$ cat config.mk
export PLATFORM = sky130hd
export DESIGN_NAME = gap_csr
export DESIGN_NICKNAME = d
export VERILOG_FILES = /design/src/hdl/gap_pkg.sv /design/src/hdl/gap_csr.sv
export SDC_FILE = /design/constraint.sdc
export NUM_CORES = 1
export LEC_CHECK = 0
export BUFFER_PORTS_ARGS = -buffer_cell sky130_fd_sc_hd__buf_2
export CAP_MARGIN = 0
export CORE_MARGIN = 3
export CORE_UTILIZATION = 52
export CTS_BUF_LIST = sky130_fd_sc_hd__clkbuf_8
export DETAILED_ROUTE_END_ITERATION = 10
export GPL_TIMING_DRIVEN = 0
export PLACE_DENSITY = 0.76
export SLEW_MARGIN = 5
export SYNTH_ARGS = -nofsm -noshare
export SYNTH_HDL_FRONTEND = slang
export SYNTH_SLANG_ARGS = --single-unit
$ cat constraint.sdc
create_clock -name clock -period 6.6 [get_ports clock]
set_clock_uncertainty 0.15 [all_clocks]
set_input_delay 0.99 -clock clock [delete_from_list [all_inputs] [get_ports clock]]
set_output_delay 0.99 -clock clock [all_outputs]
set_load 0.01 [all_outputs]
$ cat src/hdl/gap_pkg.sv
`timescale 1ns / 1ps
// ----------------------------------------------------------------------------
// gap_pkg
// shared constants, register codes and beat types of the global average pool
// ----------------------------------------------------------------------------
package gap_pkg;

   localparam int MAX_CHANNELS = 256;
   localparam int CHAN_BITS    = $clog2(MAX_CHANNELS);
   localparam int CHCNT_BITS   = CHAN_BITS + 1;
   localparam int SAMPLE_BITS  = 16;
   localparam int MAX_SIDE     = 64;
   localparam int DIM_BITS     = $clog2(MAX_SIDE) + 1;
   localparam int NPIX_BITS    = 2 * DIM_BITS - 1;
   localparam int PIX_BITS     = NPIX_BITS - 1;
   localparam int SUM_BITS     = SAMPLE_BITS + PIX_BITS;
   localparam int FRAC_SHIFT   = 16;
   localparam int RECIP_BITS   = FRAC_SHIFT + 1;
   localparam int RECIP_RESET  = 16384;
   localparam int PROD_BITS    = SUM_BITS + RECIP_BITS + 1;
   localparam int QUOT_BITS    = PROD_BITS - FRAC_SHIFT;
   localparam int REM_BITS     = NPIX_BITS;
   localparam int DIV_CNT_BITS = $clog2(RECIP_BITS);

   localparam int CSR_ADDR_BITS = 4;
   localparam int CSR_DATA_BITS = 32;
   localparam int REG_IDX_BITS  = 2;

   localparam logic [REG_IDX_BITS-1:0] REG_MAP_HEIGHT    = 2'd0;
   localparam logic [REG_IDX_BITS-1:0] REG_MAP_WIDTH     = 2'd1;
   localparam logic [REG_IDX_BITS-1:0] REG_CHANNEL_COUNT = 2'd2;

   localparam logic [DIM_BITS-1:0]   HEIGHT_RESET = DIM_BITS'(2);
   localparam logic [DIM_BITS-1:0]   WIDTH_RESET  = DIM_BITS'(2);
   localparam logic [CHCNT_BITS-1:0] CHCNT_RESET  = CHCNT_BITS'(256);

   // short queue between front and back
   localparam int QUEUE_DEPTH    = 2;
   localparam int QUEUE_PTR_BITS = $clog2(QUEUE_DEPTH);
   localparam int QUEUE_CNT_BITS = QUEUE_PTR_BITS + 1;

   // result queue, one slot per beat that may be in flight in the back part
   localparam int OUT_DEPTH    = 8;
   localparam int OUT_PTR_BITS = $clog2(OUT_DEPTH);
   localparam int OUT_CNT_BITS = OUT_PTR_BITS + 1;
   localparam logic [OUT_CNT_BITS-1:0] OUT_FULL = OUT_CNT_BITS'(OUT_DEPTH);

   typedef struct packed {
      logic                    restart;
      logic                    busy;
      logic [NPIX_BITS-1:0]    npix;
      logic [CHCNT_BITS-1:0]   chans;
      logic [RECIP_BITS-1:0]   recip;
   } cfg_type;

   typedef struct packed {
      logic signed [SAMPLE_BITS-1:0] sample;
      logic [CHAN_BITS-1:0]          chan;
      logic                          first_pixel;
      logic                          emit;
      logic                          last_chan;
   } item_type;

   typedef struct packed {
      logic signed [SAMPLE_BITS-1:0] average;
      logic [CHAN_BITS-1:0]          channel_index;
      logic                          last_channel;
   } result_type;

endpackage

$ cat src/hdl/gap_csr.sv
`timescale 1ns / 1ps
// ----------------------------------------------------------------------------
// gap_csr
// map geometry registers and the bit-serial reciprocal divider
// ----------------------------------------------------------------------------
module gap_csr (
   input  logic                              clock,
   input  logic                              reset,
   input  logic                              csr_psel,
   input  logic                              csr_penable,
   input  logic                              csr_pwrite,
   input  logic [gap_pkg::CSR_ADDR_BITS-1:0] csr_paddr,
   input  logic [gap_pkg::CSR_DATA_BITS-1:0] csr_pwdata,
   output logic [gap_pkg::CSR_DATA_BITS-1:0] csr_prdata,
   output logic                              csr_pready,
   output gap_pkg::cfg_type                  cfg
);

   logic [gap_pkg::DIM_BITS-1:0]     height_ff, height_in;
   logic [gap_pkg::DIM_BITS-1:0]     width_ff, width_in;
   logic [gap_pkg::CHCNT_BITS-1:0]   chcnt_ff, chcnt_in;
   logic                             busy_ff, busy_in;
   logic [gap_pkg::DIV_CNT_BITS-1:0] step_ff, step_in;
   logic [gap_pkg::REM_BITS-1:0]     rem_ff, rem_in;
   logic [gap_pkg::RECIP_BITS-1:0]   quo_ff, quo_in;
   logic [gap_pkg::RECIP_BITS-1:0]   recip_ff, recip_in;

   logic [gap_pkg::REG_IDX_BITS-1:0] reg_idx;
   logic                             wr_strobe;
   logic                             known_reg;
   logic [gap_pkg::DIM_BITS-1:0]     used_h, used_w;
   logic [gap_pkg::CHCNT_BITS-1:0]   used_c;
   logic [gap_pkg::NPIX_BITS-1:0]    npix;
   logic [gap_pkg::REM_BITS:0]       trial;
   logic                             fits;

   assign reg_idx   = csr_paddr[gap_pkg::REG_IDX_BITS+1:2];
   assign wr_strobe = csr_psel && csr_penable && csr_pwrite;
   assign known_reg = (reg_idx == gap_pkg::REG_MAP_HEIGHT) ||
                      (reg_idx == gap_pkg::REG_MAP_WIDTH) ||
                      (reg_idx == gap_pkg::REG_CHANNEL_COUNT);

   // zero is used as one, oversize as the maximum
   always_comb begin
      used_h = height_ff;
      if (height_ff == '0) begin
         used_h = gap_pkg::DIM_BITS'(1);
      end else if (height_ff > gap_pkg::DIM_BITS'(gap_pkg::MAX_SIDE)) begin
         used_h = gap_pkg::DIM_BITS'(gap_pkg::MAX_SIDE);
      end
      used_w = width_ff;
      if (width_ff == '0) begin
         used_w = gap_pkg::DIM_BITS'(1);
      end else if (width_ff > gap_pkg::DIM_BITS'(gap_pkg::MAX_SIDE)) begin
         used_w = gap_pkg::DIM_BITS'(gap_pkg::MAX_SIDE);
      end
      used_c = chcnt_ff;
      if (chcnt_ff == '0) begin
         used_c = gap_pkg::CHCNT_BITS'(1);
      end else if (chcnt_ff > gap_pkg::CHCNT_BITS'(gap_pkg::MAX_CHANNELS)) begin
         used_c = gap_pkg::CHCNT_BITS'(gap_pkg::MAX_CHANNELS);
      end
   end

   assign npix = gap_pkg::NPIX_BITS'(used_h) * gap_pkg::NPIX_BITS'(used_w);

   always_comb begin
      height_in = height_ff;
      width_in  = width_ff;
      chcnt_in  = chcnt_ff;
      if (wr_strobe) begin
         case (reg_idx)
            gap_pkg::REG_MAP_HEIGHT:    height_in = csr_pwdata[gap_pkg::DIM_BITS-1:0];
            gap_pkg::REG_MAP_WIDTH:     width_in  = csr_pwdata[gap_pkg::DIM_BITS-1:0];
            gap_pkg::REG_CHANNEL_COUNT: chcnt_in  = csr_pwdata[gap_pkg::CHCNT_BITS-1:0];
            default: ;
         endcase
      end
   end

   // restoring division of 2^16 by the pixel count, one quotient bit a cycle
   assign trial = {rem_ff, (step_ff == '0)};
   assign fits  = trial >= {1'b0, npix};

   always_comb begin
      busy_in  = busy_ff;
      step_in  = step_ff;
      rem_in   = rem_ff;
      quo_in   = quo_ff;
      recip_in = recip_ff;
      if (wr_strobe && known_reg) begin
         busy_in = 1'b1;
         step_in = '0;
         rem_in  = '0;
         quo_in  = '0;
      end else if (busy_ff) begin
         rem_in  = fits ? gap_pkg::REM_BITS'(trial - {1'b0, npix})
                        : trial[gap_pkg::REM_BITS-1:0];
         quo_in  = {quo_ff[gap_pkg::RECIP_BITS-2:0], fits};
         step_in = step_ff + gap_pkg::DIV_CNT_BITS'(1);
         if (step_ff == gap_pkg::DIV_CNT_BITS'(gap_pkg::RECIP_BITS - 1)) begin
            busy_in  = 1'b0;
            recip_in = quo_in;
         end
      end
   end

   always_ff @(posedge clock) begin
      if (reset) begin
         height_ff <= gap_pkg::HEIGHT_RESET;
         width_ff  <= gap_pkg::WIDTH_RESET;
         chcnt_ff  <= gap_pkg::CHCNT_RESET;
         busy_ff   <= 1'b0;
         step_ff   <= '0;
         recip_ff  <= gap_pkg::RECIP_BITS'(gap_pkg::RECIP_RESET);
      end else begin
         height_ff <= height_in;
         width_ff  <= width_in;
         chcnt_ff  <= chcnt_in;
         busy_ff   <= busy_in;
         step_ff   <= step_in;
         recip_ff  <= recip_in;
      end
      rem_ff <= rem_in;
      quo_ff <= quo_in;
   end

   always_comb begin
      case (reg_idx)
         gap_pkg::REG_MAP_HEIGHT:    csr_prdata = gap_pkg::CSR_DATA_BITS'(height_ff);
         gap_pkg::REG_MAP_WIDTH:     csr_prdata = gap_pkg::CSR_DATA_BITS'(width_ff);
         gap_pkg::REG_CHANNEL_COUNT: csr_prdata = gap_pkg::CSR_DATA_BITS'(chcnt_ff);
         default:                    csr_prdata = '0;
      endcase
   end

   assign csr_pready  = 1'b1;
   assign cfg.restart = wr_strobe && known_reg;
   assign cfg.busy    = busy_ff;
   assign cfg.npix    = npix;
   assign cfg.chans   = used_c;
   assign cfg.recip   = recip_ff;

endmodule

==> metrics.txt, run 1 <==
status=finished clean; final hold vios=0; initial antenna violation count=0; Mapped Area=0.00561 mm2; vias=4809; Placed Instances=slightly below 900; Async SR Flop Fraction=0; top cell type's share of synthesized area=0.268; drt initial violations=approximately 280; reg-to-reg startpoint=height_ff[2]; Final min period=roughly 6400 ps; Peak supply drop=roughly 0.22 mV; Syn Inst Count=approximately 670; final wirelength=between 10000 and 15000 um; clock buffer depth=2; drt first pass iters=4; Port Buf Inserts=64; vias in the first global route=roughly 4700; first-pass GRT wire length=approximately 22000 um; Top Usage Layer GRT=met2; post-route non-filler standard cell count=909; # rows=37; FF/Latch Area=about 0.0015 mm2; Peak Freq=between 150 and 200 MHz; CP required=between 6000 and 7000 ps; main area contributors after synthesis=dfxtp_1, ha_1, fa_1; register area share after synthesis=0.268; area of the multi-input gates=between 0.003 and 0.004 mm2; crit path kind=register to register; routing usage on met3=0.0440; Lkg Pwr=between 3 and 4 nW; Tcrit/Tclk final=0.971; Congestion Overflow GR=0; count of final setup violators=0; Die Wd=110 um; worst skew pair latency=370 ps; Yosys warnings=0; grt met2 use=0.364; Crit. Startpoint=height_ff[2]; Post-synth EDFFs=0; GRT Total Usage=0.226; top-level I/O count=approximately 120; clock buffer count from CTS=9; Worst-Margin Slew=~810 ps; via-per-instance ratio=around 5.3; worst min path class=register to register; crit path DAT=6540 ps; Post-DP Area=~0.006 mm2; Yosys cell types=just under 60; post-layout instance area=about 0.0067 mm2; Hold Crit Start=recip_ff[1]; diode count=0; drt wl/cell=between 10 and 15 um; Worst-path clk slew=about 90 ps; Slew Limit Headroom=0.456; Slew Limit Fails=0; overall power=between 1.5 and 2 mW; H-tree depth=3; Antenna Nets Post-Route=0; clock sinks=75; die area=0.0121 mm2; core area=0.0104 mm2; Final TNS setup=0 ps; Seq cells post-synth=75; synth cell count leaders=dfxtp_1, nor2_1, nand2_1, inv_1, mux2i_1; Root Buffer=clkbuf_8; Layout area overhead=19.2%; Fillers=between 800 and 900; max_cap viols=0; post-DP HPWL=around 10000 um; layout cells sized above 1=0.220; # hold bufs at CTS=0; CTS tree=built; hold slack=311 ps; count leader, synth=dfxtp_1; Primary FF master, synth=dfxtp_1; largest net degree at the start of global routing=16; Placer Congestion=0.918; post-synthesis area per instance=around 8.4 um2; Max FO, Critical Path=10; initial core utilization=0.539; Nets=roughly 880; CP endpoint kind=register; post-route DRC violation count=0; GR met1 Demand/Resource=0.297; most area-hungry cell type in the Yosys netlist=dfxtp_1; type of origin of the critical path=register; DIE HEIGHT=about 110 um; Power Density=234 mW/mm2
state kept, by name, indices dropped and copies added, names as in the netlist:
| name | flops |
|---|---|
| width_ff | 7 |
| busy_ff | 1 |
| chcnt_ff | 9 |
| step_ff | 5 |
| height_ff | 7 |
| quo_ff | 16 |
| rem_ff | 13 |
| recip_ff | 17 |
layer usage:
layer  vias up  part of all wire  wire (um)
li1       2383                 -          -
met1      2238              0.45       6150
met2       162              0.46       6250
met3        26             0.061        819
met4         0             0.022        296
met5         -                 0          0
worst paths after layout:
| kind | to | slack (ps) | cells after the start |
|---|---|---|---|
| max | rem_ff[0] | 190 | 27 |
| min | recip_ff[1] | 310 | 2 |
| max reg2reg | rem_ff[0] | 190 | 27 |
| min reg2reg | recip_ff[1] | 310 | 2 |
final cells by class:
class | instances | area share
flip-flops and latches | 75 | 0.226
inverters | 51 | 0.0286
repair buffers | 75 | 0.0634
plain buffers | 59 | 0.0533
multi-input cells | 497 | 0.575
clock inverters | 6 | 0.00786
clock buffers | 10 | 0.0206
well taps | 136 | 0.0254
worst max-delay path, stage by stage, from the launching register on:
cell      delay, ps
dfxtp_2         320
buf_6           140
nor3_4          200
a21oi_4          90
nor2_1           90
nand2_1          80
fa_1            490
fa_1            490
inv_1            50
fa_1            540
inv_2            40
fa_1            520
inv_1            60
ha_4            230
and3_4          190
a2111o_1        430
xor2_2          190
inv_2            70
ha_4            280
o21a_1          160
o21ai_2         100
a211oi_4        310
o41ai_4         140
o211ai_4        350
buf_6           150
mux2i_1         170
nor2_1           60
a211oi_1        210
repair_timing:
item,4_1_cts,5_1_grt
gates resized for setup,24,37
setup buffers,5,6
cloned,0,1
setup endpoints to repair,15,15
pin swaps,8,20
logic make-up (layout without fill, tap and decap cells):
group / Yosys count / count (layout) / share of synthesized area
adder cells (fa/ha/maj): 69 / 69 / 0.186
AO/OA/AOI/OAI: 92 / 92 / 0.115
buffers and inverters: 116 / 201 / 0.0970
multiplexers: 47 / 47 / 0.0839
XOR/XNOR: 24 / 24 / 0.0375
AND/OR/NAND/NOR: 241 / 241 / 0.212
flip-flops: 75 / 75 / 0.268
other: 2 / 24 / 0.00134
metrics by stage:
step | setup WS (ps) | util
4_1_cts | 21.8 | 0.626
6_report | 191 | 0.642
5_1_grt | -22.4 | 0.642
2_1_floorplan | 34.4 | -
3_5_place_dp | -481 | 0.594
3_3_place_gp | -354 | 0.594
power breakdown:
group	switching [mW]	leakage (nW)	internal, mW
Sequential	0.0472	0.612	0.498
Combinational	0.349	2.53	0.317
Clock	0.197	0.0918	0.153
Total	0.593	3.23	0.969
cell usage in the layout, fill, tap and decap left out, types with 19 or more instances in the layout:
cell	instances
conb_1	24
and3_1	19
and2_1	19
ha_1	40
buf_4	37
nand2_1	59
clkbuf_1	19
nor2_1	70
a21oi_1	32
fa_1	24
buf_2	64
mux2i_1	47
inv_1	49
dfxtp_1	69
Power figures use the tool's default switching activity.
==> run 2, diff against run 1 <==
--- a/config.mk
+++ b/config.mk
@@ -8,11 +8,11 @@
 export BUFFER_PORTS_ARGS = -buffer_cell sky130_fd_sc_hd__buf_2
 export CAP_MARGIN = 0
 export CORE_MARGIN = 3
-export CORE_UTILIZATION = 52
+export CORE_UTILIZATION = 45
 export CTS_BUF_LIST = sky130_fd_sc_hd__clkbuf_8
 export DETAILED_ROUTE_END_ITERATION = 10
 export GPL_TIMING_DRIVEN = 0
-export PLACE_DENSITY = 0.76
+export PLACE_DENSITY_LB_ADDON = 0.25
 export SLEW_MARGIN = 5
 export SYNTH_ARGS = -nofsm -noshare
 export SYNTH_HDL_FRONTEND = slang
==> run 2 against run 1 <==
Effect of this change:
- setup slack worse by 91 ps
- hold slack worse by 2.2 ps
- die area is 15% higher
- clock power is 13% higher
- non-clock buffer count is 7 higher
- maximum frequency is 1.4% lower
- largest power group unchanged
- critical path type unchanged
- flip-flop and latch count stayed put
- largest cell class unchanged
==> metrics.txt, run 2 (same netlist as run 1, synthesis figures left out) <==
Placer Congestion=approximately 0.90; initial antenna violation count=0; reg-to-reg startpoint=height_ff[2]; number of flip-flops under the largest register name=17; Die Wd=approximately 120 um; count of final setup violators=0; Antenna Nets Post-Route=0; initial core utilization=0.463; status=finished clean; drt initial violations=240; worst skew pair latency=~360 ps; drt first pass iters=4; crit path DAT=6570 ps; most common cell after layout, fill and taps aside=nor2_1; Slew Limit Headroom=0.505; first-pass GRT wire length=about 23000 um; GRT Total Usage=0.198; via-per-instance ratio=about 5.1; H-tree depth=3; vias in the first global route=between 4000 and 5000; RSZ-0062 raised after global routing=true; Final min period=about 6500 ps; worst min path class=register to register; clock sinks=75; type of origin of the critical path=register; core area=0.0121 mm2; Final TNS setup=0 ps; final hold vios=0; Power Density=236 mW/mm2; post-route DRC violation count=0; Port Buf Inserts=64; Hold Crit Start=recip_ff[6]; layout cells sized above 1=0.238; Layout area overhead=22.5%; post-layout instance area=between 0.006 and 0.007 mm2; Nets=roughly 880; post-DP HPWL=9960 um; Worst-Margin Slew=approximately 740 ps; Post-DP Area=between 0.006 and 0.007 mm2; largest net degree at the start of global routing=17; Tcrit/Tclk final=0.985; Lkg Pwr=3.30 nW; Placed Instances=between 900 and 1000; die area=0.0138 mm2; DIE HEIGHT=around 120 um; Crit. Startpoint=height_ff[2]; vias=4800; CP required=roughly 6700 ps; diode count=0; Peak supply drop=between 0.1 and 0.15 mV; clock buffer count from CTS=9; crit path kind=register to register; Biggest register=recip_ff; max_cap viols=0; final wirelength=13900 um; most frequent cells in the layout=nor2_1, dfxtp_1, buf_2; dpl ws=-503 ps; CP endpoint kind=register; final worst setup slack=around 100 ps; CTS tree=built; Worst-path clk slew=100 ps; top-level I/O count=~120; Slew Limit Fails=0; drt wl/cell=14.7 um; post-route non-filler standard cell count=roughly 950; Peak Freq=around 150 MHz; Congestion Overflow GR=0; Max FO, Critical Path=7; clock buffer depth=2; Fillers=roughly 1100; biggest registers after layout=recip_ff (17), quo_ff (16), rem_ff (13); # rows=40; Root Buffer=clkbuf_8
==> run 2: cell count changes in the layout (fill, tap and decap cells not counted), sizes merged <==
cell      delta
bufinv       +1
clkbuf       -2
buf          +8
clkinv       +2
clkinvlp     -2
==> run 2: layout make-up <==
class / instances / area [um2] / area share
repair buffers: 82 / 480 / 0.0699
multi-input cells: 497 / 3900 / 0.568
flip-flops and latches: 75 / 1510 / 0.220
plain buffers: 59 / 360 / 0.0524
clock buffers: 9 / 124 / 0.0180
well taps: 168 / 210 / 0.0306
clock inverters: 7 / 90.1 / 0.0131
inverters: 51 / 191 / 0.0279
==> run 2: worst max-delay path, stage by stage, from the launching register on <==
cell	delay, ps
dfxtp_2	340
buf_8	120
nor3_4	150
a21oi_4	100
nor2_1	100
nand2_1	80
fa_1	500
fa_1	510
inv_2	40
fa_1	510
inv_2	40
fa_1	520
inv_2	50
ha_4	150
or3_4	370
a2111oi_4	360
or2_4	220
xnor2_4	120
inv_2	70
ha_4	280
nand4_1	130
nor2_1	180
a41o_1	270
o41ai_4	120
o211ai_4	340
clkbuf_16	230
mux2i_1	210
a211oi_1	100
==> run 2: worst paths after layout <==
check	end	slack [ps]	cells after the start
setup / recovery	rem_ff[8]	100	27
hold / removal	recip_ff[6]	310	2
hold reg to reg	recip_ff[6]	310	2
setup reg to reg	rem_ff[8]	100	27
==> run 2: where the power goes <==
part | switching, mW | leakage [nW] | internal, mW
logic | 0.355 | 2.57 | 0.324
registers | 0.0500 | 0.613 | 0.498
clock network | 0.208 | 0.110 | 0.186
total | 0.613 | 3.30 | 1.01
==> run 2: layer usage <==
| layer | vias to the layer above | wire [um] | global-route usage |
|---|---|---|---|
| li1 | 2393 | - | - |
| met1 | 2234 | 6450 | 0.254 |
| met2 | 149 | 6430 | 0.335 |
| met3 | 24 | 712 | 0.0360 |
| met4 | 0 | 299 | 0.0681 |
| met5 | - | 0 | 0 |
==> run 2: timing repair <==
action	in CTS	in global routing
resized for setup	27	52
hold buffers	0	0
setup buffers	4	13
hold endpoints to repair	0	0
pin swaps	8	31
gates cloned	0	1
setup endpoints to repair	15	15
==> run 2: through the flow <==
| step | hold slack (ps) | power, mW | util |
|---|---|---|---|
| floorplan | 281 | 0.969 | - |
| global placement | 295 | 1.06 | 0.514 |
| detailed placement | 300 | 1.07 | 0.514 |
| CTS | 313 | 1.51 | 0.544 |
| global route | 330 | 1.72 | 0.567 |
| finish | 309 | 1.62 | 0.567 |
==> run 3, diff against run 2 <==
--- a/config.mk
+++ b/config.mk
@@ -7,8 +7,10 @@
 export LEC_CHECK = 0
 export BUFFER_PORTS_ARGS = -buffer_cell sky130_fd_sc_hd__buf_2
 export CAP_MARGIN = 0
+export CELL_PAD_IN_SITES_DETAIL_PLACEMENT = 1
+export CELL_PAD_IN_SITES_GLOBAL_PLACEMENT = 1
 export CORE_MARGIN = 3
-export CORE_UTILIZATION = 45
+export CORE_UTILIZATION = 38
 export CTS_BUF_LIST = sky130_fd_sc_hd__clkbuf_8
 export DETAILED_ROUTE_END_ITERATION = 10
 export GPL_TIMING_DRIVEN = 0
==> constraint.sdc (replaced) <==
create_clock -name clock -period 5.8 [get_ports clock]
set_clock_uncertainty 0.15 [all_clocks]
set_input_delay 0.87 -clock clock [delete_from_list [all_inputs] [get_ports clock]]
set_output_delay 0.87 -clock clock [all_outputs]
set_load 0.01 [all_outputs]
==> run 3 against run 2 <==
Effect of this change:
- the run now ends with negative setup slack left
- sequential power up 15%
- die area is 17% higher
- final cell count rose by 2.7%
- flip-flop and latch count stayed put
- critical path depth increased by 3
- setup slack got worse by 690 ps
- sequential share of layout area down 1.3 points
- global-route usage up 1.0 points
- critical path type unchanged
==> metrics.txt, run 3 (same netlist as run 1, synthesis figures left out) <==
status=finished with violations; violated checks=negative setup slack; Slew Limit Fails=0; clock sinks=75; Port Buf Inserts=64; Worst-path clk slew=roughly 90 ps; type of origin of the critical path=register; most frequent cells in the layout=dfxtp_1, nor2_1, buf_2; drt first pass iters=4; number of flip-flops under the largest register name=17; Die Wd=128 um; Hold Path Sink=recip_ff[6]; reg-to-reg startpoint=height_ff[3]; layout cells sized above 1=0.285; final hold vios=0; flop2flop setup slack=-590 ps; Hold Crit Start=recip_ff[6]; hold slack=slightly above 300 ps; post-route non-filler standard cell count=approximately 970; GRT Total Usage=0.208; Stages on worst setup path=30; Critical R2R Capture=rem_ff[9]; post-DP HPWL=approximately 12000 um; worst hold stages=2; # rows=between 40 and 50; FF/Latch Area=0.00151 mm2; Fillers=1671; Placed Instances=a little over 900; biggest registers after layout=recip_ff (17), quo_ff (16), rem_ff (13); area of the multi-input gates=roughly 0.004 mm2; Clk pwr share=0.205; most common cell after layout, fill and taps aside=dfxtp_1; Congestion Overflow GR=0; first-pass GRT wire length=~27000 um; drt initial violations=152; crit-path max cell delay=~530 ps; CTS tree=built; H-tree depth=3; CP required=roughly 6000 ps; overall power=between 2 and 2.5 mW; worst path bufs/invs=7; DIE HEIGHT=128 um; P_sw=787 uW; largest net degree at the start of global routing=15; diode count=0; CP delay by family, top=adder cells; max_cap viols=0; final worst setup slack=-585 ps; Root Buffer=clkbuf_8; crit path kind=register to register; P_int=around 1.3 mW; Antenna Nets Post-Route=0; initial antenna violation count=0; count of final setup violators=17; Flop pwr share=0.309; Layout area overhead=29.6%; top-level I/O count=around 120; Lkg Pwr=roughly 3.4 nW; Final TNS setup=-8000 ps; Final min period=between 6000 and 7000 ps; RSZ-0062 raised after global routing=true; crit path DAT=6450 ps; drt wl/cell=around 18 um; Placer Congestion=between 0.8 and 0.9; final wirelength=between 15000 and 20000 um; Nets=between 800 and 900; clock buffer depth=2; Peak Freq=between 150 and 200 MHz; Peak supply drop=between 0.15 and 0.2 mV; Crit path top cell by count=ha_4; R2R cell count=30; worst skew pair latency=approximately 380 ps; Net Sw Frac=0.386; clock buffer count from CTS=9; vias in the first global route=approximately 5400; vias=4986; combinational share of power=0.486; worst min path class=register to register; Tcrit/Tclk final=1.10; Worst-Margin Slew=a little under 900 ps; core area=roughly 0.014 mm2; Biggest register=recip_ff; die area=0.0163 mm2; Slowest-stage cell, CP=fa_1; CP endpoint kind=register; Slew Limit Headroom=0.409; Power Density=~280 mW/mm2; post-route DRC violation count=0; initial core utilization=0.396; via-per-instance ratio=roughly 5; Max FO, Critical Path=6; final core utilization=0.514
==> run 3: worst max-delay path by stage <==
stage	start	end	slack (ps)
2_1_floorplan	height_ff[3]	rem_ff[11]	-50
3_3_place_gp	height_ff[2]	rem_ff[10]	-650
3_5_place_dp	width_ff[6]	rem_ff[8]	-820
4_1_cts	height_ff[1]	rem_ff[8]	-510
5_1_grt	height_ff[3]	rem_ff[1]	-800
6_report	height_ff[3]	rem_ff[9]	-590
==> run 3: through the flow <==
stage	worst slack (ps)	cell area, um2
3_3_place_gp	-645	6430
3_5_place_dp	-817	6430
5_1_grt	-801	7270
4_1_cts	-508	6960
6_report	-585	7270
2_1_floorplan	-53.8	5890
==> run 3: metal layers <==
layer,global-route usage,part of all wire,vias to the layer above
met2,0.366,0.50,110
met5,0,0,-
met1,0.253,0.44,2434
li1,-,-,2417
met3,0.0456,0.039,25
met4,0.0637,0.020,0
==> run 3: layout make-up <==
type                       instances  area share
multi-input combinational        497       0.565
sequential                        75       0.207
timing repair buffer              94      0.0871
buffer                            61      0.0565
tap                              180      0.0310
inverter                          51      0.0263
clock buffer                       9      0.0170
clock inverter                     7      0.0103
==> run 3: power by group through the flow <==
stage	clock (mW)	combinational (mW)	sequential, mW
3_3_place_gp	0	0.642	0.627
3_5_place_dp	0	0.680	0.630
2_1_floorplan	0	0.539	0.615
5_1_grt	0.452	1.06	0.637
6_report	0.418	0.993	0.630
4_1_cts	0.433	0.820	0.624
==> run 3: timing repair <==
item	CTS	global route
hold buffers	0	0
setup endpoints to repair	17	19
gates resized for setup	31	57
gates cloned	1	0
buffers inserted	17	12
pin swaps	31	37
==> run 3: worst register-to-register path: cells and delay by family, from the launching register on <==
family / cells / cell delay [ps]
XOR/XNOR: 1 / 220
AO/OA/AOI/OAI: 11 / 1890
adder cells (fa/ha/maj): 6 / 1940
buffers and inverters: 7 / 750
AND/OR/NAND/NOR: 5 / 940
flip-flops: 1 / 330
