===== src/hdl/gap_pkg.sv =====
`timescale 1ns / 1ps
// ----------------------------------------------------------------------------
// gap_pkg
// shared constants, register codes and beat types of the global average pool
// ----------------------------------------------------------------------------
package gap_pkg;

   localparam int MAX_CHANNELS = 256;
   localparam int CHAN_BITS    = $clog2(MAX_CHANNELS);
   localparam int CHCNT_BITS   = CHAN_BITS + 1;
   localparam int SAMPLE_BITS  = 16;
   localparam int MAX_SIDE     = 64;
   localparam int DIM_BITS     = $clog2(MAX_SIDE) + 1;
   localparam int NPIX_BITS    = 2 * DIM_BITS - 1;
   localparam int PIX_BITS     = NPIX_BITS - 1;
   localparam int SUM_BITS     = SAMPLE_BITS + PIX_BITS;
   localparam int FRAC_SHIFT   = 16;
   localparam int RECIP_BITS   = FRAC_SHIFT + 1;
   localparam int RECIP_RESET  = 16384;
   localparam int PROD_BITS    = SUM_BITS + RECIP_BITS + 1;
   localparam int QUOT_BITS    = PROD_BITS - FRAC_SHIFT;
   localparam int REM_BITS     = NPIX_BITS;
   localparam int DIV_CNT_BITS = $clog2(RECIP_BITS);

   localparam int CSR_ADDR_BITS = 4;
   localparam int CSR_DATA_BITS = 32;
   localparam int REG_IDX_BITS  = 2;

   localparam logic [REG_IDX_BITS-1:0] REG_MAP_HEIGHT    = 2'd0;
   localparam logic [REG_IDX_BITS-1:0] REG_MAP_WIDTH     = 2'd1;
   localparam logic [REG_IDX_BITS-1:0] REG_CHANNEL_COUNT = 2'd2;

   localparam logic [DIM_BITS-1:0]   HEIGHT_RESET = DIM_BITS'(2);
   localparam logic [DIM_BITS-1:0]   WIDTH_RESET  = DIM_BITS'(2);
   localparam logic [CHCNT_BITS-1:0] CHCNT_RESET  = CHCNT_BITS'(256);

   // short queue between front and back
   localparam int QUEUE_DEPTH    = 2;
   localparam int QUEUE_PTR_BITS = $clog2(QUEUE_DEPTH);
   localparam int QUEUE_CNT_BITS = QUEUE_PTR_BITS + 1;

   // result queue, one slot per beat that may be in flight in the back part
   localparam int OUT_DEPTH    = 8;
   localparam int OUT_PTR_BITS = $clog2(OUT_DEPTH);
   localparam int OUT_CNT_BITS = OUT_PTR_BITS + 1;
   localparam logic [OUT_CNT_BITS-1:0] OUT_FULL = OUT_CNT_BITS'(OUT_DEPTH);

   typedef struct packed {
      logic                    restart;
      logic                    busy;
      logic [NPIX_BITS-1:0]    npix;
      logic [CHCNT_BITS-1:0]   chans;
      logic [RECIP_BITS-1:0]   recip;
   } cfg_type;

   typedef struct packed {
      logic signed [SAMPLE_BITS-1:0] sample;
      logic [CHAN_BITS-1:0]          chan;
      logic                          first_pixel;
      logic                          emit;
      logic                          last_chan;
   } item_type;

   typedef struct packed {
      logic signed [SAMPLE_BITS-1:0] average;
      logic [CHAN_BITS-1:0]          channel_index;
      logic                          last_channel;
   } result_type;

endpackage


===== src/hdl/gap_stream_if.sv =====
`timescale 1ns / 1ps
// ----------------------------------------------------------------------------
// gap stream channels
// valid/ready channels for sample beats and average beats
// ----------------------------------------------------------------------------
interface gap_req_if;
   logic                                  valid;
   logic                                  ready;
   logic signed [gap_pkg::SAMPLE_BITS-1:0] sample;

   modport source (output valid, output sample, input ready);
   modport sink   (input valid, input sample, output ready);
endinterface



===== src/hdl/gap_front.sv =====
`timescale 1ns / 1ps
// ----------------------------------------------------------------------------
// gap_front
// tracks channel and pixel position, tags each sample beat, queues it
// ----------------------------------------------------------------------------
module gap_front (
   input  logic              clock,
   input  logic              reset,
   input  gap_pkg::cfg_type  cfg,
   gap_req_if.sink           req,
   output gap_pkg::item_type q_head,
   output logic              q_valid,
   input  logic              q_pop
);

   logic [gap_pkg::CHAN_BITS-1:0]      chan_ff, chan_in;
   logic [gap_pkg::PIX_BITS-1:0]       pix_ff, pix_in;
   gap_pkg::item_type                  queue_ff [gap_pkg::QUEUE_DEPTH];
   logic [gap_pkg::QUEUE_PTR_BITS-1:0] wr_ptr_ff, rd_ptr_ff;
   logic [gap_pkg::QUEUE_CNT_BITS-1:0] count_ff;

   logic                               push;
   logic                               full;
   logic [gap_pkg::NPIX_BITS-1:0]      pix_plus;
   logic [gap_pkg::CHCNT_BITS-1:0]     chan_plus;
   gap_pkg::item_type                  item;

   assign full      = count_ff == gap_pkg::QUEUE_CNT_BITS'(gap_pkg::QUEUE_DEPTH);
   assign req.ready = !full && !cfg.busy;
   assign push      = req.valid && req.ready;

   assign pix_plus  = {1'b0, pix_ff} + gap_pkg::NPIX_BITS'(1);
   assign chan_plus = {1'b0, chan_ff} + gap_pkg::CHCNT_BITS'(1);

   always_comb begin
      item.sample      = req.sample;
      item.chan        = chan_ff;
      item.first_pixel = pix_ff == '0;
      item.emit        = pix_plus >= cfg.npix;
      item.last_chan   = chan_plus >= cfg.chans;
   end

   always_comb begin
      chan_in = chan_ff;
      pix_in  = pix_ff;
      if (cfg.restart) begin
         chan_in = '0;
         pix_in  = '0;
      end else if (push) begin
         if (item.last_chan) begin
            chan_in = '0;
            pix_in  = item.emit ? '0 : pix_plus[gap_pkg::PIX_BITS-1:0];
         end else begin
            chan_in = chan_plus[gap_pkg::CHAN_BITS-1:0];
         end
      end
   end

   always_ff @(posedge clock) begin
      if (reset) begin
         chan_ff   <= '0;
         pix_ff    <= '0;
         wr_ptr_ff <= '0;
         rd_ptr_ff <= '0;
         count_ff  <= '0;
      end else begin
         chan_ff   <= chan_in;
         pix_ff    <= pix_in;
         wr_ptr_ff <= wr_ptr_ff + gap_pkg::QUEUE_PTR_BITS'(push);
         rd_ptr_ff <= rd_ptr_ff + gap_pkg::QUEUE_PTR_BITS'(q_pop);
         count_ff  <= count_ff + gap_pkg::QUEUE_CNT_BITS'(push)
                               - gap_pkg::QUEUE_CNT_BITS'(q_pop);
      end
      if (push) begin
         queue_ff[wr_ptr_ff] <= item;
      end
   end

   assign q_valid = count_ff != '0;
   assign q_head  = queue_ff[rd_ptr_ff];

endmodule


===== src/flat_wrapper.sv =====
// flat-port wrapper written by rule: the top's interface ports become plain ports
module gap_front_flat 
  (clock, reset, cfg, q_head, q_valid, q_pop, req_valid, req_sample, req_ready);
  gap_req_if req_i ();
  input  logic clock;
  input  logic reset;
  input  gap_pkg::cfg_type cfg;
  output gap_pkg::item_type q_head;
  output logic q_valid;
  input  logic q_pop;
  input wire logic [$bits(req_i.valid)-1:0] req_valid;
  input wire logic [$bits(req_i.sample)-1:0] req_sample;
  output wire logic [$bits(req_i.ready)-1:0] req_ready;
  assign req_i.valid = req_valid;
  assign req_i.sample = req_sample;
  assign req_ready = req_i.ready;
  gap_front u_core (.clock(clock), .reset(reset), .cfg(cfg), .req(req_i), .q_head(q_head), .q_valid(q_valid), .q_pop(q_pop));
endmodule

===== config.mk =====
export PLATFORM = sky130hd
export DESIGN_NAME = gap_front_flat
export DESIGN_NICKNAME = d
export VERILOG_FILES = /design/src/hdl/gap_pkg.sv /design/src/hdl/gap_stream_if.sv /design/src/hdl/gap_front.sv /design/src/flat_wrapper.sv
export SDC_FILE = /design/constraint.sdc
export NUM_CORES = 1
export LEC_CHECK = 0
export BUFFER_PORTS_ARGS = -buffer_cell sky130_fd_sc_hd__buf_2
export CAP_MARGIN = 20
export CELL_PAD_IN_SITES_DETAIL_PLACEMENT = 1
export CELL_PAD_IN_SITES_GLOBAL_PLACEMENT = 2
export CORE_MARGIN = 4
export CORE_UTILIZATION = 25
export DETAILED_ROUTE_END_ITERATION = 12
export MAX_ROUTING_LAYER = met4
export PLACE_DENSITY_LB_ADDON = 0.05
export SYNTH_ARGS = -nofsm -noshare
export SYNTH_HDL_FRONTEND = slang
export SYNTH_SLANG_ARGS = --single-unit

===== constraint.sdc =====
create_clock -name clock -period 3.4 [get_ports clock]
set_input_delay 0.68 -clock clock [delete_from_list [all_inputs] [get_ports clock]]
set_output_delay 0.68 -clock clock [all_outputs]
set_load 0.01 [all_outputs]

==> reports/results.txt, run 1 <==
outcome - finished, final reports clean
footprint of the multi-input gates - 1620 um2
Num CTS Buffers - 9
port bufs - 72
reg-to-reg critical path endpoint - u_core.pix_ff[9]
endpoints failing setup - 0
RSZ-0062 raised after global routing - no
hold path depth - 2
top post-synthesis cells by area - edfxtp_1 (42%), dfxtp_1 (12%), ha_1 (9.4%), mux2_2 (7.9%), inv_1 (3.0%)
final max-slew violation count - 0
Final nets - 512
Die Span Y - 132 um
commonest non-fill, non-tap cell in the layout - buf_2
Vias - 2723
num rows - 45
sequential fraction of the synthesis area - 54.3%
Max Root-Sink Buffers - 2
CTS tree - done
Synth Flop Type - edfxtp_1
WL/cell - 14.8 um
Fmax achieved - 320 MHz
Clk Latency, worst-skew pair - 0.34 ns
HP Start - u_core.chan_ff[1]
largest net degree at the start of global routing - 29
post-cts hold buffer count - 0
Data arrival, critical path - 3.37 ns
antenna violations before repair - 0
Root Driver - clkbuf_16
global route overflow - 0
Final ANT Viol Nets - 0
Reg2Reg Depth - 14
syn_nets - 421
number of synthesized flops with an enable pin - 54
largest fanout on the critical path - 10
CP Capture Type - flip-flop
First-pass DRT Iterations - 4
Avg Vias per Cell - 4.43
area grow syn2layout - 24.6%
Slew headroom - 67.1%
fillers - 1689
worst slew pin tran - 0.493 ns
setup_tns - 0 ns
Synth cell types - 44
vias in the first global route - 2925
clk sinks - 78
Pleak - 2.05 nW
WHS Endpoint - u_core.chan_ff[1]
core area - 15200 um2
asr flop ratio synth - 0%
first-pass GRT wire length - 15.0 mm
register area - 2100 um2
final wirelength - 9.11 mm
Starting Density - 25.5%
die area - 17500 um2
worst hold path type - flip-flop to flip-flop
Yosys reg bits - 78
antenna diode count - 0
aggregate global-route resource usage - 11.2%
die width - 132 um
post-DP HPWL - 6.88 mm
peak supply drop - 0.000221 V
H-tree levels - 3
flop2flop setup slack - 0.28 ns
kind of critical path - flip-flop to flip-flop
Synth area leader - edfxtp_1
most frequent cells in the layout - buf_2 (72), edfxtp_1 (54), inv_1 (31), ha_1 (29), mux2_2 (27)
post-CTS setup buffer count - 0
DR iter-0 viols - 148
Clock Pin Slew Worst Setup and Hold Paths - 0.06 ns
total number of yosys warnings - 0
DRC viols - 0
fraction of layout cells with a size suffix above 1 - 32.4%
Top-Level Pins - 90
share of the synthesized area in the top cell type - 41.9%
RR Startpoint - u_core.pix_ff[1]
gate count of the mapped netlist - 331
max cap viols - 0
CP startpoint kind - flip-flop
Mapped Area - 3870 um2
final hold viol count - 0
post_cts resized - 0
Routability Congestion - 0.701
min Tclk post-route - 3.12 ns
PwrDens - 455 nW/um2
final period utilization - 91.9%
syn_area_per_cell - 11.7 um2
Final Util - 31.7%
Fin Hold WS - 0.531 ns
clock skew - 0.0121 ns
Req. time, crit path - 3.64 ns
## metal layers
| metal | vias up | share of wire, % | track usage [%] |
|---|---|---|---|
| met4 | 0 | 1.5 | 3.46 |
| met1 | 1295 | 48 | 14.1 |
| met5 | - | 0 | - |
| li1 | 1365 | - | - |
| met2 | 54 | 46 | 17.4 |
| met3 | 9 | 4.5 | 3.35 |
## kinds of logic after synthesis
logic type | share of synthesized area, %
AO/OA/AOI/OAI | 8.24
adder cells (fa/ha/maj) | 9.38
AND/OR/NAND/NOR | 11.0
flip-flops | 54.3
multiplexers | 8.37
buffers and inverters | 4.20
XOR/XNOR | 4.53
## state kept, by name, summed over array words and instances (netlist names)
name              flops
u_core.wr_ptr_ff      1
u_core.count_ff       2
u_core.chan_ff        8
u_core.queue_ff      54
u_core.pix_ff        12
u_core.rd_ptr_ff      1
## critical path, cell delays in order (launching register included)
cell,delay (ns)
dfxtp_1,0.38
ha_1,0.18
and3_1,0.18
nor2b_1,0.17
nand3_1,0.17
nor3_4,0.21
xor2_1,0.17
ha_1,0.26
and4_1,0.22
and3_1,0.19
and3_4,0.20
a211oi_4,0.25
buf_6,0.18
a21oi_1,0.07
o21ai_0,0.19
## area by class of cell
type / instances / share of cell area [%]
Clock buffer: 10 / 4.75
Clock inverter: 5 / 0.571
Inverter: 32 / 2.49
Multi-Input combinational cell: 212 / 33.5
Sequential cell: 78 / 43.6
Tap cell: 188 / 4.88
Timing Repair Buffer: 89 / 10.2
## Yosys cell counts, types with 2 or more instances
library cell	n
a21oi_1	20
nand4_1	3
xor2_1	8
inv_1	31
mux2_2	27
a21o_1	2
dfxtp_1	24
nor2_1	15
nor4_1	2
a22oi_1	2
nand2b_1	2
a31oi_1	2
or3_1	5
mux2i_1	2
and3_1	5
o21ai_0	11
nand2_1	23
or2_2	2
clkbuf_1	7
o22ai_1	2
xnor2_1	12
o21ai_1	4
nor2b_1	4
edfxtp_1	54
nand3_1	15
ha_1	29
## how the worst max path moves through the flow
stage	start	endpoint	slack, ns	cells past startpoint
CTS	u_core.pix_ff[2]	u_core.pix_ff[9]	0.18	12
detailed placement	u_core.pix_ff[2]	u_core.pix_ff[6]	0.29	12
global route	u_core.pix_ff[1]	u_core.pix_ff[9]	0.02	15
global placement	u_core.pix_ff[1]	u_core.pix_ff[6]	0.27	14
finish	u_core.pix_ff[1]	u_core.pix_ff[9]	0.28	14
floorplan	u_core.pix_ff[0]	u_core.pix_ff[6]	0.37	14
## report_power, final
part	leakage, nW	switching (mW)	total [mW]	internal (mW)
registers	0.693	0.0140	1.08	1.06
clock network	0.130	0.356	0.841	0.484
logic	1.23	0.150	0.273	0.123
## stage by stage
stage	total power, mW	setup WS (ns)	area (um2)	std cells
floorplan	1.26	0.374	3870	331
global placement	1.37	0.271	4550	599
detailed placement	1.38	0.293	4550	599
CTS	2.24	0.184	4810	614
global route	2.31	0.0172	4820	614
finish	2.19	0.277	4820	614
Power figures use the tool's default switching activity.
==> inputs of run 2 (changes only) <==
--- a/config.mk
+++ b/config.mk
@@ -13,7 +13,8 @@
 export CORE_UTILIZATION = 25
 export DETAILED_ROUTE_END_ITERATION = 12
 export MAX_ROUTING_LAYER = met4
-export PLACE_DENSITY_LB_ADDON = 0.05
+export PLACE_DENSITY_LB_ADDON = 0.1
+export REMOVE_ABC_BUFFERS = 1
 export SYNTH_ARGS = -nofsm -noshare
 export SYNTH_HDL_FRONTEND = slang
 export SYNTH_SLANG_ARGS = --single-unit
==> run 2 against run 1 <==
Via count grew 0.73%. Fmax grew 0.79%. Sequential power is essentially flat. Critical endpoint is now u_core.pix_ff[4].
==> reports/results.txt, run 2 (synthesized netlist as in run 1, its figures left out) <==
endpoints failing setup - 0 (unchanged)
Fmax achieved - 323 MHz (was 320 MHz)
commonest non-fill, non-tap cell in the layout - buf_2 (unchanged)
clk sinks - 78 (unchanged)
fraction of layout cells with a size suffix above 1 - 32.5% (was 32.4%)
Avg Vias per Cell - 4.48 (was 4.43)
largest net degree at the start of global routing - 23 (was 29)
fillers - 1697 (was 1689)
Die Span Y - 132 um (unchanged)
Final Power - 2.25 mW (was 2.19 mW)
Critical Path, Cell by Cell - ha_1, and3_1, nor2b_2, nand3_2, nor3_4, xor2_1, ha_1, and4_1, and3_1, and3_4, a211oi_4, buf_6, a21oi_1, o21ai_0 (was ha_1, and3_1, nor2b_1, nand3_1, nor3_4, xor2_1, ha_1, and4_1, and3_1, and3_4, a211oi_4, buf_6, a21oi_1, o21ai_0)
crit-path max cell delay - 0.37 ns (was 0.38 ns)
crit-path leading delay family - simple AND/OR/NAND/NOR gates (unchanged)
die width - 132 um (unchanged)
Slew headroom - 68.6% (was 67.1%)
CP Capture Type - flip-flop (unchanged)
DR iter-0 viols - 65 (was 148)
register area - 2100 um2 (unchanged)
hold path depth - 2 (unchanged)
core area - 15200 um2 (unchanged)
internal power - 1.70 mW (was 1.67 mW)
worst slew pin tran - 0.471 ns (was 0.493 ns)
global route overflow - 0 (unchanged)
clock skew - 0.00381 ns (was 0.0121 ns)
first-pass GRT wire length - 15.1 mm (was 15.0 mm)
flop2flop setup slack - 0.30 ns (was 0.28 ns)
Vias - 2743 (was 2723)
max reg flops - 54 (unchanged)
most frequent cells in the layout - buf_2 (72), edfxtp_1 (54), inv_1 (31), ha_1 (29), mux2_2 (27) (unchanged)
final hold viol count - 0 (unchanged)
Buffers & Inverters on Critical Path - 1 (unchanged)
setup_tns - 0 ns (unchanged)
top flop regs - u_core.queue_ff x54, u_core.pix_ff x12, u_core.chan_ff x8 (unchanged)
Max Root-Sink Buffers - 2 (unchanged)
kind of critical path - flip-flop to flip-flop (unchanged)
final period utilization - 91.1% (was 91.9%)
RSZ-0062 raised after global routing - no (unchanged)
Num CTS Buffers - 9 (unchanged)
final max-slew violation count - 0 (unchanged)
reg-to-reg critical path endpoint - u_core.pix_ff[4] (was u_core.pix_ff[9])
post-route cell area - 4850 um2 (was 4820 um2)
dpl cell area - 4550 um2 (about the same)
H-tree levels - 3 (unchanged)
HP Start - u_core.chan_ff[1] (unchanged)
largest fanout on the critical path - 15 (was 10)
vias in the first global route - 2896 (was 2925)
peak supply drop - 0.000228 V (was 0.000221 V)
footprint of the multi-input gates - 1620 um2 (about the same)
antenna diode count - 0 (unchanged)
largest reg by FF count - u_core.queue_ff (unchanged)
antenna violations before repair - 0 (unchanged)
Final nets - 509 (was 512)
Routability Congestion - 0.703 (was 0.701)
Data arrival, critical path - 3.36 ns (was 3.37 ns)
WL/cell - 15.0 um (was 14.8 um)
max cap viols - 0 (unchanged)
Clk Latency, worst-skew pair - 0.33 ns (was 0.34 ns)
outcome - finished, final reports clean (unchanged)
sequential power share - 48.1% (was 49.2%)
area grow syn2layout - 25.4% (was 24.6%)
CTS tree - done (unchanged)
CP startpoint kind - flip-flop (unchanged)
Req. time, crit path - 3.66 ns (was 3.64 ns)
die area - 17500 um2 (unchanged)
aggregate global-route resource usage - 11.2% (about the same)
PwrDens - 463 nW/um2 (was 455 nW/um2)
DRC viols - 0 (unchanged)
Top-Level Pins - 90 (unchanged)
Clock Pin Slew Worst Setup and Hold Paths - 0.06 ns (about the same)
First-pass DRT Iterations - 4 (unchanged)
WHS Endpoint - u_core.chan_ff[1] (unchanged)
Root Driver - clkbuf_16 (unchanged)
RR Startpoint - u_core.pix_ff[1] (unchanged)
final wirelength - 9.16 mm (was 9.11 mm)
num rows - 45 (unchanged)
post-cts hold buffer count - 0 (unchanged)
post-DP HPWL - 6.68 mm (was 6.88 mm)
proportion of power drawn by the clock network - 39.6% (was 38.4%)
port bufs - 72 (unchanged)
Starting Density - 25.5% (unchanged)
worst hold path type - flip-flop to flip-flop (unchanged)
Sw Ratio - 24.1% (was 23.8%)
Comb pwr share - 12.3% (was 12.5%)
Pleak - 2.05 nW (about the same)
Slowest cell on crit path - dfxtp_1 (unchanged)
min Tclk post-route - 3.10 ns (was 3.12 ns)
Fin Hold WS - 0.514 ns (was 0.531 ns)
Reg2Reg Depth - 14 (unchanged)
Final ANT Viol Nets - 0 (unchanged)
sw power - 542 uW (was 521 uW)
[run 2: cell count changes in the layout (fill, tap and decap cells not counted)]
cell / previous run / this run
nor2b_2: 0 / 1
clkinvlp_4: 0 / 1
buf_12: 0 / 2
nand3_1: 14 / 13
buf_4: 16 / 11
clkbuf_8: 0 / 1
nand3_2: 2 / 3
inv_6: 0 / 1
clkinv_2: 3 / 1
nor2b_1: 4 / 3
[run 2: power by group through the flow]
stage | clock network [mW] | registers, mW | logic, mW
6_report | 0.890 | 1.08 | 0.276
5_1_grt | 0.959 | 1.09 | 0.309
4_1_cts | 0.931 | 1.08 | 0.285
3_5_place_dp | 0 | 1.10 | 0.283
3_3_place_gp | 0 | 1.10 | 0.278
2_1_floorplan | 0 | 1.10 | 0.153
[run 2: worst max-delay path by stage]
stage                           startpoint           endpoint  slack (ns)  cells after the start
after CTS                 u_core.pix_ff[1]   u_core.pix_ff[4]        0.17                     14
after floorplan           u_core.pix_ff[0]  u_core.pix_ff[11]        0.18                     13
after global placement    u_core.pix_ff[1]   u_core.pix_ff[6]        0.27                     13
after detailed placement  u_core.pix_ff[1]   u_core.pix_ff[4]        0.21                     14
final                     u_core.pix_ff[1]   u_core.pix_ff[4]        0.30                     14
after global routing      u_core.pix_ff[1]   u_core.pix_ff[9]        0.03                     14
[run 2: routing by layer]
| metal | GRT usage, % | wire length, um | vias to the layer above |
|---|---|---|---|
| met5 | - | 0 | - |
| li1 | - | - | 1360 |
| met1 | 14.0 | 4420 | 1310 |
| met4 | 4.45 | 184 | 0 |
| met2 | 17.0 | 4170 | 62 |
| met3 | 3.46 | 383 | 11 |
[run 2: stage by stage]
step	utilization, %	instances	setup slack [ns]
floorplan	-	322	0.182
global placement	29.9	595	0.271
detailed placement	29.9	595	0.208
CTS	31.7	611	0.171
global route	31.9	612	0.0331
finish	31.9	612	0.301
[run 2: what timing repair did]
item	4_1_cts	5_1_grt
hold endpoints to repair	0	0
setup endpoints to repair	0	9
setup buffers	0	1
resized for setup	0	5
[run 2: final cells by class]
| cell class | instances | share of cell area, % |
|---|---|---|
| Clock inverter | 5 | 0.696 |
| Inverter | 32 | 2.48 |
| Sequential cell | 78 | 43.3 |
| Multi-Input combinational cell | 212 | 33.5 |
| Tap cell | 188 | 4.85 |
| Clock buffer | 11 | 5.00 |
| Timing Repair Buffer | 86 | 10.2 |
[run 2: worst register-to-register path, delay by kind of cell (launching register included)]
family / cells / cell delay [ns]
compound gates: 3 / 0.48
xor+xnor: 1 / 0.20
fa+ha+maj: 2 / 0.44
buf+inv: 1 / 0.21
flops: 1 / 0.37
simple gates: 7 / 1.33
==> inputs of run 3 (changes only) <==
--- a/config.mk
+++ b/config.mk
@@ -9,8 +9,9 @@
 export CAP_MARGIN = 20
 export CELL_PAD_IN_SITES_DETAIL_PLACEMENT = 1
 export CELL_PAD_IN_SITES_GLOBAL_PLACEMENT = 2
+export CORE_ASPECT_RATIO = 1.4
 export CORE_MARGIN = 4
-export CORE_UTILIZATION = 25
+export CORE_UTILIZATION = 29
 export DETAILED_ROUTE_END_ITERATION = 12
 export MAX_ROUTING_LAYER = met4
 export PLACE_DENSITY_LB_ADDON = 0.1
==> run 3 against run 2 <==
Combinational power about the same. Hold slack better by 0.0018 ns. Setup slack worse by 0.031 ns. Critical path type unchanged. Largest cell class unchanged.
==> reports/results.txt, run 3 (synthesized netlist as in run 1, its figures left out) <==
Comb pwr share - 11.5% (was 12.3%)
DR iter-0 viols - 109 (was 65)
Data arrival, critical path - 3.39 ns (was 3.36 ns)
Pleak - 2.08 nW (was 2.05 nW)
final hold viol count - 0 (unchanged)
Top-Level Pins - 90 (unchanged)
Max Root-Sink Buffers - 2 (unchanged)
Clk Latency, worst-skew pair - 0.33 ns (about the same)
commonest non-fill, non-tap cell in the layout - buf_2 (unchanged)
outcome - finished, final reports clean (unchanged)
internal power - 1.83 mW (was 1.70 mW)
clock skew - 0.00558 ns (was 0.00381 ns)
max cap viols - 0 (unchanged)
post-DP HPWL - 6.94 mm (was 6.68 mm)
Req. time, crit path - 3.66 ns (about the same)
Vias - 2797 (was 2743)
Num CTS Buffers - 9 (unchanged)
peak supply drop - 0.000202 V (was 0.000228 V)
Slew headroom - 68.2% (was 68.6%)
Routability Congestion - 0.768 (was 0.703)
antenna diode count - 0 (unchanged)
worst slew pin tran - 0.477 ns (was 0.471 ns)
Final ANT Viol Nets - 0 (unchanged)
num rows - 49 (was 45)
Starting Density - 29.9% (was 25.5%)
H-tree levels - 3 (unchanged)
CP startpoint kind - flip-flop (unchanged)
vias in the first global route - 2980 (was 2896)
antenna violations before repair - 0 (unchanged)
global route overflow - 0 (unchanged)
RSZ-0062 raised after global routing - no (unchanged)
top flop regs - u_core.queue_ff x54, u_core.pix_ff x12, u_core.chan_ff x8 (unchanged)
CP Capture Type - flip-flop (unchanged)
PwrDens - 486 nW/um2 (was 463 nW/um2)
Clock Pin Slew Worst Setup and Hold Paths - 0.06 ns (about the same)
fraction of layout cells with a size suffix above 1 - 33.5% (was 32.5%)
CTS tree - done (unchanged)
Die Span Y - 145 um (was 132 um)
final max-slew violation count - 0 (unchanged)
Sw Ratio - 23.2% (was 24.1%)
core area - 12900 um2 (was 15200 um2)
largest reg by FF count - u_core.queue_ff (unchanged)
final period utilization - 92.0% (was 91.1%)
min Tclk post-route - 3.13 ns (was 3.10 ns)
max reg flops - 54 (unchanged)
Final nets - 515 (was 509)
die width - 106 um (was 132 um)
worst hold path type - flip-flop to flip-flop (unchanged)
setup_tns - 0 ns (unchanged)
area grow syn2layout - 26.8% (was 25.4%)
sw power - 554 uW (was 542 uW)
endpoints failing setup - 0 (unchanged)
proportion of power drawn by the clock network - 43.3% (was 39.6%)
kind of critical path - flip-flop to flip-flop (unchanged)
Final Power - 2.39 mW (was 2.25 mW)
WL/cell - 14.8 um (was 15.0 um)
clk sinks - 78 (unchanged)
port bufs - 72 (unchanged)
aggregate global-route resource usage - 12.4% (was 11.2%)
First-pass DRT Iterations - 4 (unchanged)
sequential power share - 45.1% (was 48.1%)
DRC viols - 0 (unchanged)
first-pass GRT wire length - 14.4 mm (was 15.1 mm)
final wirelength - 9.02 mm (was 9.16 mm)
Avg Vias per Cell - 4.60 (was 4.48)
die area - 15300 um2 (was 17500 um2)
largest fanout on the critical path - 6 (was 15)
largest net degree at the start of global routing - 20 (was 23)
Fmax achieved - 320 MHz (was 323 MHz)
most frequent cells in the layout - buf_2 (72), edfxtp_1 (54), inv_1 (31), ha_1 (29), mux2_2 (27) (unchanged)
Root Driver - clkbuf_16 (unchanged)
## run 3: cell types whose count changed in the layout (fill, tap and decap cells not counted), sizes merged
cell	before	now
buf	86	92
bufinv	0	2
clkbuf	11	9
clkinv	3	1
clkinvlp	1	2
inv	33	34
## run 3: critical path: stages (launching register included)
cell      delay, ns
dfxtp_1        0.36
ha_1           0.20
and3_1         0.19
nor2b_1        0.21
nand3_2        0.14
nor3_4         0.23
xor2_1         0.18
ha_1           0.26
and4_1         0.22
and3_1         0.18
and3_4         0.20
a211oi_4       0.26
buf_4          0.20
a21oi_1        0.07
o21ai_0        0.15
## run 3: routing by layer
layer | routed length (um) | global-route usage [%]
met3 | 325 | 2.62
met2 | 4900 | 23.2
met4 | 158 | 4.77
met5 | 0 | -
met1 | 3630 | 12.8
## run 3: path summary, 6_finish.rpt
kind | from | to | slack (ns) | depth (start not counted)
worst max-delay path | u_core.pix_ff[1] | u_core.pix_ff[4] | 0.27 | 14
worst min register to register | u_core.chan_ff[1] | u_core.chan_ff[1] | 0.52 | 2
worst max register to register | u_core.pix_ff[1] | u_core.pix_ff[4] | 0.27 | 14
worst min-delay path | u_core.chan_ff[1] | u_core.chan_ff[1] | 0.52 | 2
## run 3: through the flow
| step | utilization, % | instances | hold WS (ns) | setup slack, ns | area [um2] |
|---|---|---|---|---|---|
| floorplan | - | 322 | 0.473 | 0.182 | 3830 |
| finish | 37.9 | 608 | 0.516 | 0.270 | 4910 |
| detailed placement | 35.2 | 591 | 0.510 | -0.298 | 4550 |
| global route | 37.9 | 608 | 0.526 | 0.00408 | 4910 |
| global placement | 35.2 | 591 | 0.492 | -0.259 | 4550 |
| CTS | 37.7 | 607 | 0.521 | 0.0756 | 4880 |
## run 3: layout make-up
cell class	instances	area (um2)
clock inverters	7	96.3
flip-flops and latches	78	2100
inverters	32	120
well taps	178	223
clock buffers	9	225
fillers	1444	8030
multi-input cells	212	1630
repair buffers	92	514
## run 3: what timing repair did
action,CTS,global route
pin swaps,0,1
hold buffers,0,0
endpoints found under the hold margin,0,0
setup buffers,0,1
endpoints found under the setup margin,5,6
resized for setup,1,4
## run 3: power groups by stage
stage,combinational [mW],clock (mW),sequential [mW]
2_1_floorplan,0.153,0,1.10
3_3_place_gp,0.277,0,1.10
3_5_place_dp,0.281,0,1.10
4_1_cts,0.284,1.06,1.08
5_1_grt,0.309,1.10,1.08
6_report,0.275,1.03,1.08
